--- config.mk ---
export PLATFORM = sky130hd
export DESIGN_NAME = cbor_stream_head_decoder
export DESIGN_NICKNAME = d
export VERILOG_FILES = /design/src/rtl/csh_pkg.sv /design/src/rtl/csh_decode.sv /design/src/rtl/cbor_stream_head_decoder.sv
export SDC_FILE = /design/constraint.sdc
export NUM_CORES = 1
export LEC_CHECK = 0
export BUFFER_PORTS_ARGS = -buffer_cell sky130_fd_sc_hd__buf_4
export CORE_UTILIZATION = 55
export DETAILED_ROUTE_END_ITERATION = 8
export GPL_TIMING_DRIVEN = 1
export PLACE_DENSITY = 0.76
export SLEW_MARGIN = 20
export SYNTH_ARGS = -nofsm -noshare
export SYNTH_HDL_FRONTEND = slang
export SYNTH_HIERARCHICAL = 1
export SYNTH_SLANG_ARGS = --single-unit
--- constraint.sdc ---
create_clock -name clk -period 5.61 [get_ports clk]
set_input_delay 0 -clock clk [delete_from_list [all_inputs] [get_ports clk]]
set_output_delay 0 -clock clk [all_outputs]
set_load 0.05 [all_outputs]
--- src/rtl/csh_pkg.sv ---
// cbor stream head decoder: shared types and constants
// used by csh_decode, cbor_stream_head_decoder and csh_checker
package csh_pkg;

	typedef enum logic [1:0] {
		PH_INITIAL = 2'd0,
		PH_ARG     = 2'd1,
		PH_PAYLOAD = 2'd2,
		PH_DROP    = 2'd3
	} phase_t;

	typedef enum logic [1:0] {
		KIND_HEAD    = 2'd0,
		KIND_PAYLOAD = 2'd1,
		KIND_ERROR   = 2'd2
	} kind_t;

	typedef enum logic [1:0] {
		ERR_NONE      = 2'd0,
		ERR_RESERVED  = 2'd1,
		ERR_TRUNCATED = 2'd2
	} err_t;

	localparam logic [4:0] INFO_DIRECT_MAX  = 5'd23;
	localparam logic [4:0] INFO_ONE_BYTE    = 5'd24;
	localparam logic [4:0] INFO_TWO_BYTES   = 5'd25;
	localparam logic [4:0] INFO_FOUR_BYTES  = 5'd26;
	localparam logic [4:0] INFO_EIGHT_BYTES = 5'd27;

	localparam logic [2:0] MAJOR_BYTES = 3'd2;
	localparam logic [2:0] MAJOR_TEXT  = 3'd3;

	typedef struct packed {
		logic        emit;
		kind_t       kind;
		logic [2:0]  major_type;
		logic [63:0] argument;
		logic [7:0]  payload_byte;
		logic        payload_last;
		err_t        error_code;
	} result_t;

endpackage

--- src/rtl/csh_decode.sv ---
// cbor head decode state machine: phase, argument gathering, payload countdown
// depends on csh_pkg; the result is registered by the top level
module csh_decode import csh_pkg::*; (
	input  logic        clk,
	input  logic        arst_n,
	input  logic        take,
	input  logic [7:0]  data_byte,
	input  logic        message_end,
	output result_t     res
);

	phase_t      phase_q, phase_d;
	logic [2:0]  held_major_q, held_major_d;
	logic [3:0]  arg_left_q, arg_left_d;
	logic [63:0] arg_accum_q, arg_accum_d;
	logic [63:0] payload_left_q, payload_left_d;

	logic        hd_go;
	logic [2:0]  hd_major;
	logic [63:0] hd_arg;
	logic [2:0]  major;
	logic [4:0]  info;

	always_ff @(posedge clk or negedge arst_n) begin
		if (!arst_n) begin
			phase_q        <= PH_INITIAL;
			held_major_q   <= '0;
			arg_left_q     <= '0;
			arg_accum_q    <= '0;
			payload_left_q <= '0;
		end else if (take) begin
			phase_q        <= phase_d;
			held_major_q   <= held_major_d;
			arg_left_q     <= arg_left_d;
			arg_accum_q    <= arg_accum_d;
			payload_left_q <= payload_left_d;
		end
	end

	always_comb begin
		phase_d        = phase_q;
		held_major_d   = held_major_q;
		arg_left_d     = arg_left_q;
		arg_accum_d    = arg_accum_q;
		payload_left_d = payload_left_q;
		res            = '0;
		res.kind       = KIND_HEAD;
		res.error_code = ERR_NONE;
		hd_go          = 1'b0;
		hd_major       = held_major_q;
		hd_arg         = arg_accum_q;
		major          = data_byte[7:5];
		info           = data_byte[4:0];

		unique case (phase_q)
			PH_INITIAL: begin
				if (info <= INFO_DIRECT_MAX) begin
					hd_go    = 1'b1;
					hd_major = major;
					hd_arg   = {59'd0, info};
				end else if (info > INFO_EIGHT_BYTES) begin
					res.emit       = 1'b1;
					res.kind       = KIND_ERROR;
					res.error_code = ERR_RESERVED;
					phase_d        = message_end ? PH_INITIAL : PH_DROP;
				end else begin
					held_major_d = major;
					arg_accum_d  = '0;
					priority case (info)
						INFO_ONE_BYTE:   arg_left_d = 4'd1;
						INFO_TWO_BYTES:  arg_left_d = 4'd2;
						INFO_FOUR_BYTES: arg_left_d = 4'd4;
						default:         arg_left_d = 4'd8;
					endcase
					if (message_end) begin
						res.emit       = 1'b1;
						res.kind       = KIND_ERROR;
						res.error_code = ERR_TRUNCATED;
						phase_d        = PH_INITIAL;
					end else begin
						phase_d = PH_ARG;
					end
				end
			end
			PH_ARG: begin
				arg_accum_d = {arg_accum_q[55:0], data_byte};
				arg_left_d  = arg_left_q - {3'd0, (arg_left_q != 4'd0)};
				if (arg_left_d == 4'd0) begin
					hd_go    = 1'b1;
					hd_major = held_major_q;
					hd_arg   = arg_accum_d;
				end else if (message_end) begin
					res.emit       = 1'b1;
					res.kind       = KIND_ERROR;
					res.error_code = ERR_TRUNCATED;
					phase_d        = PH_INITIAL;
				end
			end
			PH_PAYLOAD: begin
				payload_left_d = payload_left_q - {63'd0, (payload_left_q != 64'd0)};
				if (payload_left_d == 64'd0) begin
					res.emit         = 1'b1;
					res.kind         = KIND_PAYLOAD;
					res.payload_byte = data_byte;
					res.payload_last = 1'b1;
					phase_d          = PH_INITIAL;
				end else if (message_end) begin
					res.emit       = 1'b1;
					res.kind       = KIND_ERROR;
					res.error_code = ERR_TRUNCATED;
					phase_d        = PH_INITIAL;
				end else begin
					res.emit         = 1'b1;
					res.kind         = KIND_PAYLOAD;
					res.payload_byte = data_byte;
				end
			end
			PH_DROP: begin
				if (message_end)
					phase_d = PH_INITIAL;
			end
			default: phase_d = PH_INITIAL;
		endcase

		if (hd_go) begin
			res.emit = 1'b1;
			if ((hd_major == MAJOR_BYTES || hd_major == MAJOR_TEXT) && hd_arg != 64'd0) begin
				if (message_end) begin
					res.kind       = KIND_ERROR;
					res.error_code = ERR_TRUNCATED;
					phase_d        = PH_INITIAL;
				end else begin
					res.kind       = KIND_HEAD;
					res.major_type = hd_major;
					res.argument   = hd_arg;
					payload_left_d = hd_arg;
					phase_d        = PH_PAYLOAD;
				end
			end else begin
				res.kind       = KIND_HEAD;
				res.major_type = hd_major;
				res.argument   = hd_arg;
				phase_d        = PH_INITIAL;
			end
		end
	end

endmodule

--- src/rtl/cbor_stream_head_decoder.sv ---
// cbor stream head decoder, top level with result register
// depends on csh_pkg and csh_decode
//
// usage: the input channel (data_valid, data_stall) carries one message byte per
// transfer in data_byte, with message_end high on the final byte of a message.
// the result channel (result_valid, result_stall) carries zero or one result per
// input byte: a decoded head (kind, major_type, argument), a string payload byte
// (payload_byte, payload_last) or an error (error_code).
// the result is registered and appears in the cycle after the byte that causes it.
// throughput: one byte per cycle while data_stall is low; the decode state update is
// limited by the 64-bit payload countdown and the argument shift.
// the block takes a new byte whenever the result register is empty or is being
// emptied in the same cycle; while the receiver stalls a held result, data_stall
// is high and the result stays unchanged.
// reset clears the result register and returns the decoder to expect an
// initial byte with all counters cleared.
module cbor_stream_head_decoder import csh_pkg::*; (
	input  logic        clk,
	input  logic        arst_n,
	input  logic        data_valid,
	output logic        data_stall,
	input  logic [7:0]  data_byte,
	input  logic        message_end,
	output logic        result_valid,
	input  logic        result_stall,
	output logic [1:0]  kind,
	output logic [2:0]  major_type,
	output logic [63:0] argument,
	output logic [7:0]  payload_byte,
	output logic        payload_last,
	output logic [1:0]  error_code
);

	logic    take;
	result_t res;
	result_t res_q;
	logic    valid_q;

	assign data_stall = valid_q & result_stall;
	assign take       = data_valid & ~data_stall;

	csh_decode u_decode (
		.clk         (clk),
		.arst_n      (arst_n),
		.take        (take),
		.data_byte   (data_byte),
		.message_end (message_end),
		.res         (res)
	);

	always_ff @(posedge clk or negedge arst_n) begin
		if (!arst_n) begin
			valid_q <= 1'b0;
		end else if (take) begin
			valid_q <= res.emit;
		end else if (valid_q && !result_stall) begin
			valid_q <= 1'b0;
		end
	end

	always_ff @(posedge clk or negedge arst_n) begin
		if (!arst_n) begin
			res_q <= '0;
		end else if (take && res.emit) begin
			res_q <= res;
		end
	end

	assign result_valid = valid_q;
	assign kind         = res_q.kind;
	assign major_type   = res_q.major_type;
	assign argument     = res_q.argument;
	assign payload_byte = res_q.payload_byte;
	assign payload_last = res_q.payload_last;
	assign error_code   = res_q.error_code;

endmodule

* Yosys cells after proc, flatten, opt, wreduce, memory -nomap -nowiden
Index checks and enable logic that the tools add are counted.
** Word-level totals
- Register bits :: 218
- Input port bits :: 13
- Output and inout bits :: 82
- Logic and storage cells :: 104
** Cells by class
- Add/sub/neg operators :: 2
- $lt $le $gt $ge :: 2
- Eq/ne operators :: 12
- Muxes and demuxes :: 55
- Bitwise logic cells :: 5
- Reduce and logical (&&, ||, !) cells :: 16
** Operators with widths (number)
- 64-bit two-way mux :: 8
- 64-bit case mux with 2 select lines :: 2
- 64-bit nonzero test :: 2
- 70-bit two-way mux :: 1
- 69-bit two-way mux :: 1
- 67-bit two-way mux :: 1
- 64-bit zero test :: 1
- 64-bit by 1-bit subtractor with 64-bit output :: 1
- 2-bit two-way mux :: 19
- 3-bit two-way mux :: 6
- 8-bit two-way mux :: 2
- 5-bit equality test, second input constant :: 3
- 4-bit case mux with 3 select lines :: 1
- 9-bit two-way mux :: 1
- 3-bit case mux with 3 select lines :: 1
- 4-bit two-way mux :: 2
- 2-bit case mux with 4 select lines :: 1
- 4-bit case mux with 2 select lines :: 1
- 4-bit AND reduction :: 2
- 3-bit by 2-bit equality test with 1-bit output, second input constant :: 2
- 1-bit two-way mux :: 6
- 3-bit by 2-bit != test with 1-bit output, second input constant :: 2
- 2-bit case mux with 3 select lines :: 1
- 5-bit greater-than comparator, second input constant :: 1
- other kinds (16) :: 24

* Longest topological paths before layout
- Depth in word-level cells :: 10
- Gate-level depth with buffers :: 19
- Depth with buffers taken out :: 16

* Modules after synthesis
The synthesis kept the hierarchy.
** Modules (own cells, without submodules)
- csh_decode :: instances 1, cells each 1286, area an instance 9894.5 µm², sequential area each 3428.3 µm²
- cbor_stream_head_decoder :: instances 1, cells each 174, area an instance 3101.7 µm², sequential area each 2026.9 µm²

* Worst setup path after synthesis
OpenSTA, ideal clock, no wires.
- Kind :: reg-to-reg
- From :: register u_decode.payload_left_q[22]
- To :: register res_q (netlist bit payload_last)
- Setup time :: 0.066 ns
- Arrival :: 4.465 ns
- Required time :: 5.544 ns
- Slack :: 1.079 ns
- Stages on the path, launching flop included :: 19
- Path buffers :: 4
- Clock period less this slack :: 4.531 ns
- Cells stage by stage :: dfrtp_1 -> buf_6 -> or4_4 -> or3_1 -> buf_6 -> nor4_1 -> nand3_1 -> ha_1 -> ha_1 -> or3b_1 -> clkbuf_1 -> or3_1 -> clkbuf_1 -> nor3_1 -> xnor2_1 -> or4bb_1 -> or4_1 -> nor4_1 -> mux2_4
** RTL lines
- start: declaration :: RTL line csh_decode.sv:16 : logic [63:0] payload_left_q, payload_left_d;
- start signal: assignment :: RTL line csh_decode.sv:36 : payload_left_q <= payload_left_d;
- end signal: assignment :: RTL line cbor_stream_head_decoder.sv:65 : res_q <= res;
- end: declaration :: RTL line cbor_stream_head_decoder.sv:36 : result_t res_q;

* Final worst setup path
- From :: register u_decode.payload_left_q[22]
- To :: register u_decode.phase_q[1]
** On the way
- Cells in the longest elaborated chain, start to end :: 6
** Ends and longest elaborated chain
- 64-bit nonzero test :: RTL line csh_decode.sv:100 : payload_left_d = payload_left_q - {63'd0, (payload_left_q != 64'd0)};
- 64-bit by 1-bit subtractor with 64-bit output * :: RTL line csh_decode.sv:100
- 64-bit zero test * :: RTL line csh_decode.sv:101 : if (payload_left_d == 64'd0) begin
- 2-bit two-way mux * :: RTL line csh_decode.sv:101
- 2-bit case mux with 4 select lines * :: RTL line csh_decode.sv:55 : unique case (phase_q)
- 2-bit two-way mux * :: RTL line csh_decode.sv:125 : if (hd_go) begin
- end signal: assignment :: RTL line csh_decode.sv:32 : phase_q <= phase_d;
- end: declaration :: RTL line csh_decode.sv:12 : phase_t phase_q, phase_d;
Every way passes the cells marked *; elsewhere a longest branch is shown, timed or not.
A chain may end at the register's enable or synchronous reset.

==> flow_metrics.py <==
metrics = {
    "power_and_ir_drop": {
        "power_density_mw_per_mm2": 446,
        "ir_drop_mv": 0.374,
        "power_mw": 6.70,
        "leakage_nw": 6.37,
    },
    "layout": {
        "drive_above_1_share": 0.191,
        "fillers": 1931,
        "post-route-util": 0.656,
        "seq_area_mm2": 0.00546,
        "fin_nets": 1542,
        "area_growth_pct": 15.7,
        "multiInputGateArea_mm2": 0.00698,
    },
    "sta": {
        "slew-limit-headroom": 0.272,
        "rsz0062_at_grt": "no",
        "period_share": 0.953,
        "setup_tns_ps": 0,
        "setup_violations": 0,
        "final.min_clock_period_ps": 5350,
        "final_hold_viol_count": 0,
        "fmax_mhz": 187,
        "tightest_slew_ps": 1090,
        "fin_skew_ps": 12.3,
        "final_max_slew_viol_count": 0,
    },
    "clock_tree": {
        "clkTransAtPathRegs_ps": 60,
        "ctsLongestPathBuffers": 3,
        "numCtsBuffers": 25,
        "cts-htree-levels": 1,
        "clkSinkCount": 218,
        "root_buffer": "clkbuf_16",
        "cts_tree": "built",
        "clkLatencyLatePin_ps": 550,
    },
    "yosys": {
        "synth.distinct_cells": 77,
        "seq_area_frac_synth": 0.420,
        "syn-mean-instance-area_um2": 8.90,
        "synth_top_area_share": 0.420,
        "synth_largest_area_cell": "dfrtp_1",
        "synth_area_mm2": 0.0130,
        "synthTopCellsByArea": "dfrtp_1 (42%), mux2_2 (6.5%), nand2_1 (5.6%)",
        "ys.flop_type": "dfrtp_1",
        "synth-compound-area-share": 0.194,
        "yosysWarningCount": 6,
        "synthAdderAreaFrac": 0.00385,
        "synth_nets": 1477,
        "synth_xor_area_frac": 0.0202,
        "synth-edff-count": 0,
        "synth_cells": 1460,
        "synthSimpleGateAreaFrac": 0.237,
        "synth.mux.area_fraction": 0.0781,
        "synthArstFlopShare": 1.00,
        "ys_ff_latch": 218,
        "synth_top_family_by_area": "simple AND/OR/NAND/NOR gates",
    },
    "floorplanning": {
        "core_area_mm2": 0.0229,
        "start_util": 0.567,
        "io_pins": 95,
        "die_h_um": 156,
        "die_w_um": 156,
        "num_rows": 55,
        "die_area_mm2": 0.0242,
    },
    "drt": {
        "postRouteWirelength_um": 46700,
        "ant_nets": 0,
        "routed-via-count": 12500,
        "via_per_inst": 6.73,
        "routedWlPerCell_um": 25.1,
        "first_pass_iters": 6,
        "route.detailed.drc": 0,
        "drtIter0Drc": 1759,
    },
    "global_route": {
        "grt_pass1_vias": 11900,
        "grt_pass1_wl_um": 71400,
        "grt_use_total": 0.389,
        "grt_start_max_net_pins": 135,
        "antenna_found_initial": 1,
        "grt_overflow": 0,
    },
    "setup_path": {
        "endpoint_kind": "flip-flop",
        "crit_type": "flip-flop to flip-flop",
        "critPathMaxFanout": 9,
        "critPathLaunch": "u_decode/payload_left_q[22]",
        "crit_path_start_kind": "flip-flop",
        "crit_required_ps": 6040,
        "crit_arrival_ps": 5780,
        "timing.rr.start": "u_decode/payload_left_q[22]",
    },
    "placement": {
        "globalplace.congestion": 1.04,
        "place_hpwl_um": 33200,
        "portBuffers": 94,
    },
    "outcome": {
        "status": "complete, no violations",
    },
    "min_path": {
        "min_path_type": "input pin to async pin",
    },
    "run": {
        "drv_cap": 0,
    },
}
cell type report:
type / count / share of cell area
multi-input cells: 1104 / 0.464
flip-flops and latches: 218 / 0.363
repair buffers: 151 / 0.0808
clock inverters: 11 / 0.0117
diodes: 2 / 0.000333
inverters: 25 / 0.00624
clock buffers: 34 / 0.0478
well taps: 313 / 0.0260
metrics by stage:
stage | std cells | worst slack (ps) | hold slack, ps | instance area, um2
after floorplan | 1460 | 1080 | -296 | 13000
after global placement | 1798 | 507 | 151 | 14000
after global routing | 1856 | 54.5 | 200 | 15000
after CTS | 1856 | 139 | 183 | 15000
final | 1858 | 263 | 97.0 | 15000
after detailed placement | 1798 | 458 | 161 | 14000
state kept, by name, summed over array words and instances (netlist names):
| name | flops |
|---|---|
| result_valid | 1 |
| error_code | 2 |
| u_decode/arg_left_q | 4 |
| kind | 2 |
| argument | 64 |
| u_decode/payload_left_q | 64 |
| u_decode/phase_q | 2 |
| u_decode/arg_accum_q | 64 |
| major_type | 3 |
| payload_byte | 8 |
| u_decode/held_major_q | 3 |
| payload_last | 1 |
worst max-delay path, stage by stage, from the launching register on:
cell           delay [ps]
dfrtp_1               480
or4_4                 580
or3_1                 500
nor4_1                260
nand3_1               110
ha_1                  230
ha_1                  250
or3b_2                270
nor3_1                 70
xor2_1                170
nor3_1                370
o2111ai_1             250
nor4_2                450
nand2_1               190
nor4_1                350
a2111oi_0             120
dlygate4sd3_1         580
synth_stat cells, types with 7 or more instances:
library cell and instances:
dfrtp_1 218, nand2_1 195, nor2_1 109, o21ai_0 106
clkbuf_1 93, nor3_1 79, mux2_2 75, a22oi_1 58
nor4_1 48, a21oi_1 42, nand3_1 39, and3_1 33
inv_1 25, nand4_1 22, a22o_1 21, xnor2_1 18
or3_1 16, or4_1 16, a2bb2oi_1 14, and2_1 13
xor2_1 12, buf_6 11, a211oi_1 10, mux2_4 10
o21a_1 10, a31oi_1 8, o22a_1 8, o22ai_1 8
o31a_1 8, a311oi_1 7, nor4b_1 7
cell usage in the layout, fill, tap and decap left out, types with 12 or more instances in the layout:
| cell | netlist | final |
|---|---|---|
| or3_1 | 16 | 16 |
| buf_4 | 0 | 133 |
| nand4_1 | 22 | 22 |
| dlygate4sd3_1 | 0 | 13 |
| nand2_1 | 195 | 195 |
| o21ai_0 | 106 | 106 |
| or4_1 | 16 | 16 |
| mux2_2 | 75 | 75 |
| nor2_1 | 109 | 108 |
| and3_1 | 33 | 33 |
| nor3_1 | 79 | 78 |
| inv_1 | 25 | 25 |
| a22oi_1 | 58 | 58 |
| xnor2_1 | 18 | 18 |
| dfrtp_1 | 218 | 218 |
| xor2_1 | 12 | 12 |
| a21oi_1 | 42 | 42 |
| nand3_1 | 39 | 39 |
| a22o_1 | 21 | 21 |
| a2bb2oi_1 | 14 | 14 |
| nor4_1 | 48 | 47 |
| clkbuf_16 | 0 | 25 |
| and2_1 | 13 | 13 |
repair_timing:
item / in CTS / in global routing
hold buffers: 13 / 0
resized for setup: 0 / 2
setup buffers: 0 / 0
setup endpoints to repair: 0 / 1
hold endpoints to repair: 149 / 0
kinds of logic (layout without fill, tap and decap cells):
group           count (synthesis)  in the layout
xor+xnor                       30             30
mux                            87             87
compound gates                364            364
buf+inv                       138            221
simple gates                  619            619
flops                         218            218
other cells                     0              2
fa+ha+maj                       4              4
path summary, 6_finish.rpt:
path,to,slack (ps),cells after the start
setup / recovery,u_decode/phase_q[1],260,16
hold / removal,error_code[1],100,2
setup reg to reg,u_decode/phase_q[1],260,16
hold reg to reg,argument[59],510,1
max in group asynchronous,u_decode/arg_accum_q[34],3960,3
min in group clk,u_decode/arg_accum_q[4],330,4
layer usage:
metal	GRT usage	up-vias	wire (um)
met5	0	-	0
met2	0.578	711	20400
met3	0.0694	130	4800
met1	0.566	6124	19800
li1	-	5537	-
met4	0.143	0	1780
power breakdown:
group / switching (mW) / internal [mW] / leakage, nW / total, mW
Combinational: 1.65 / 0.902 / 3.03 / 2.55
Clock: 0.691 / 1.08 / 0.441 / 1.78
Sequential: 0.491 / 1.89 / 2.89 / 2.38
(Power assumes the default switching activity.)
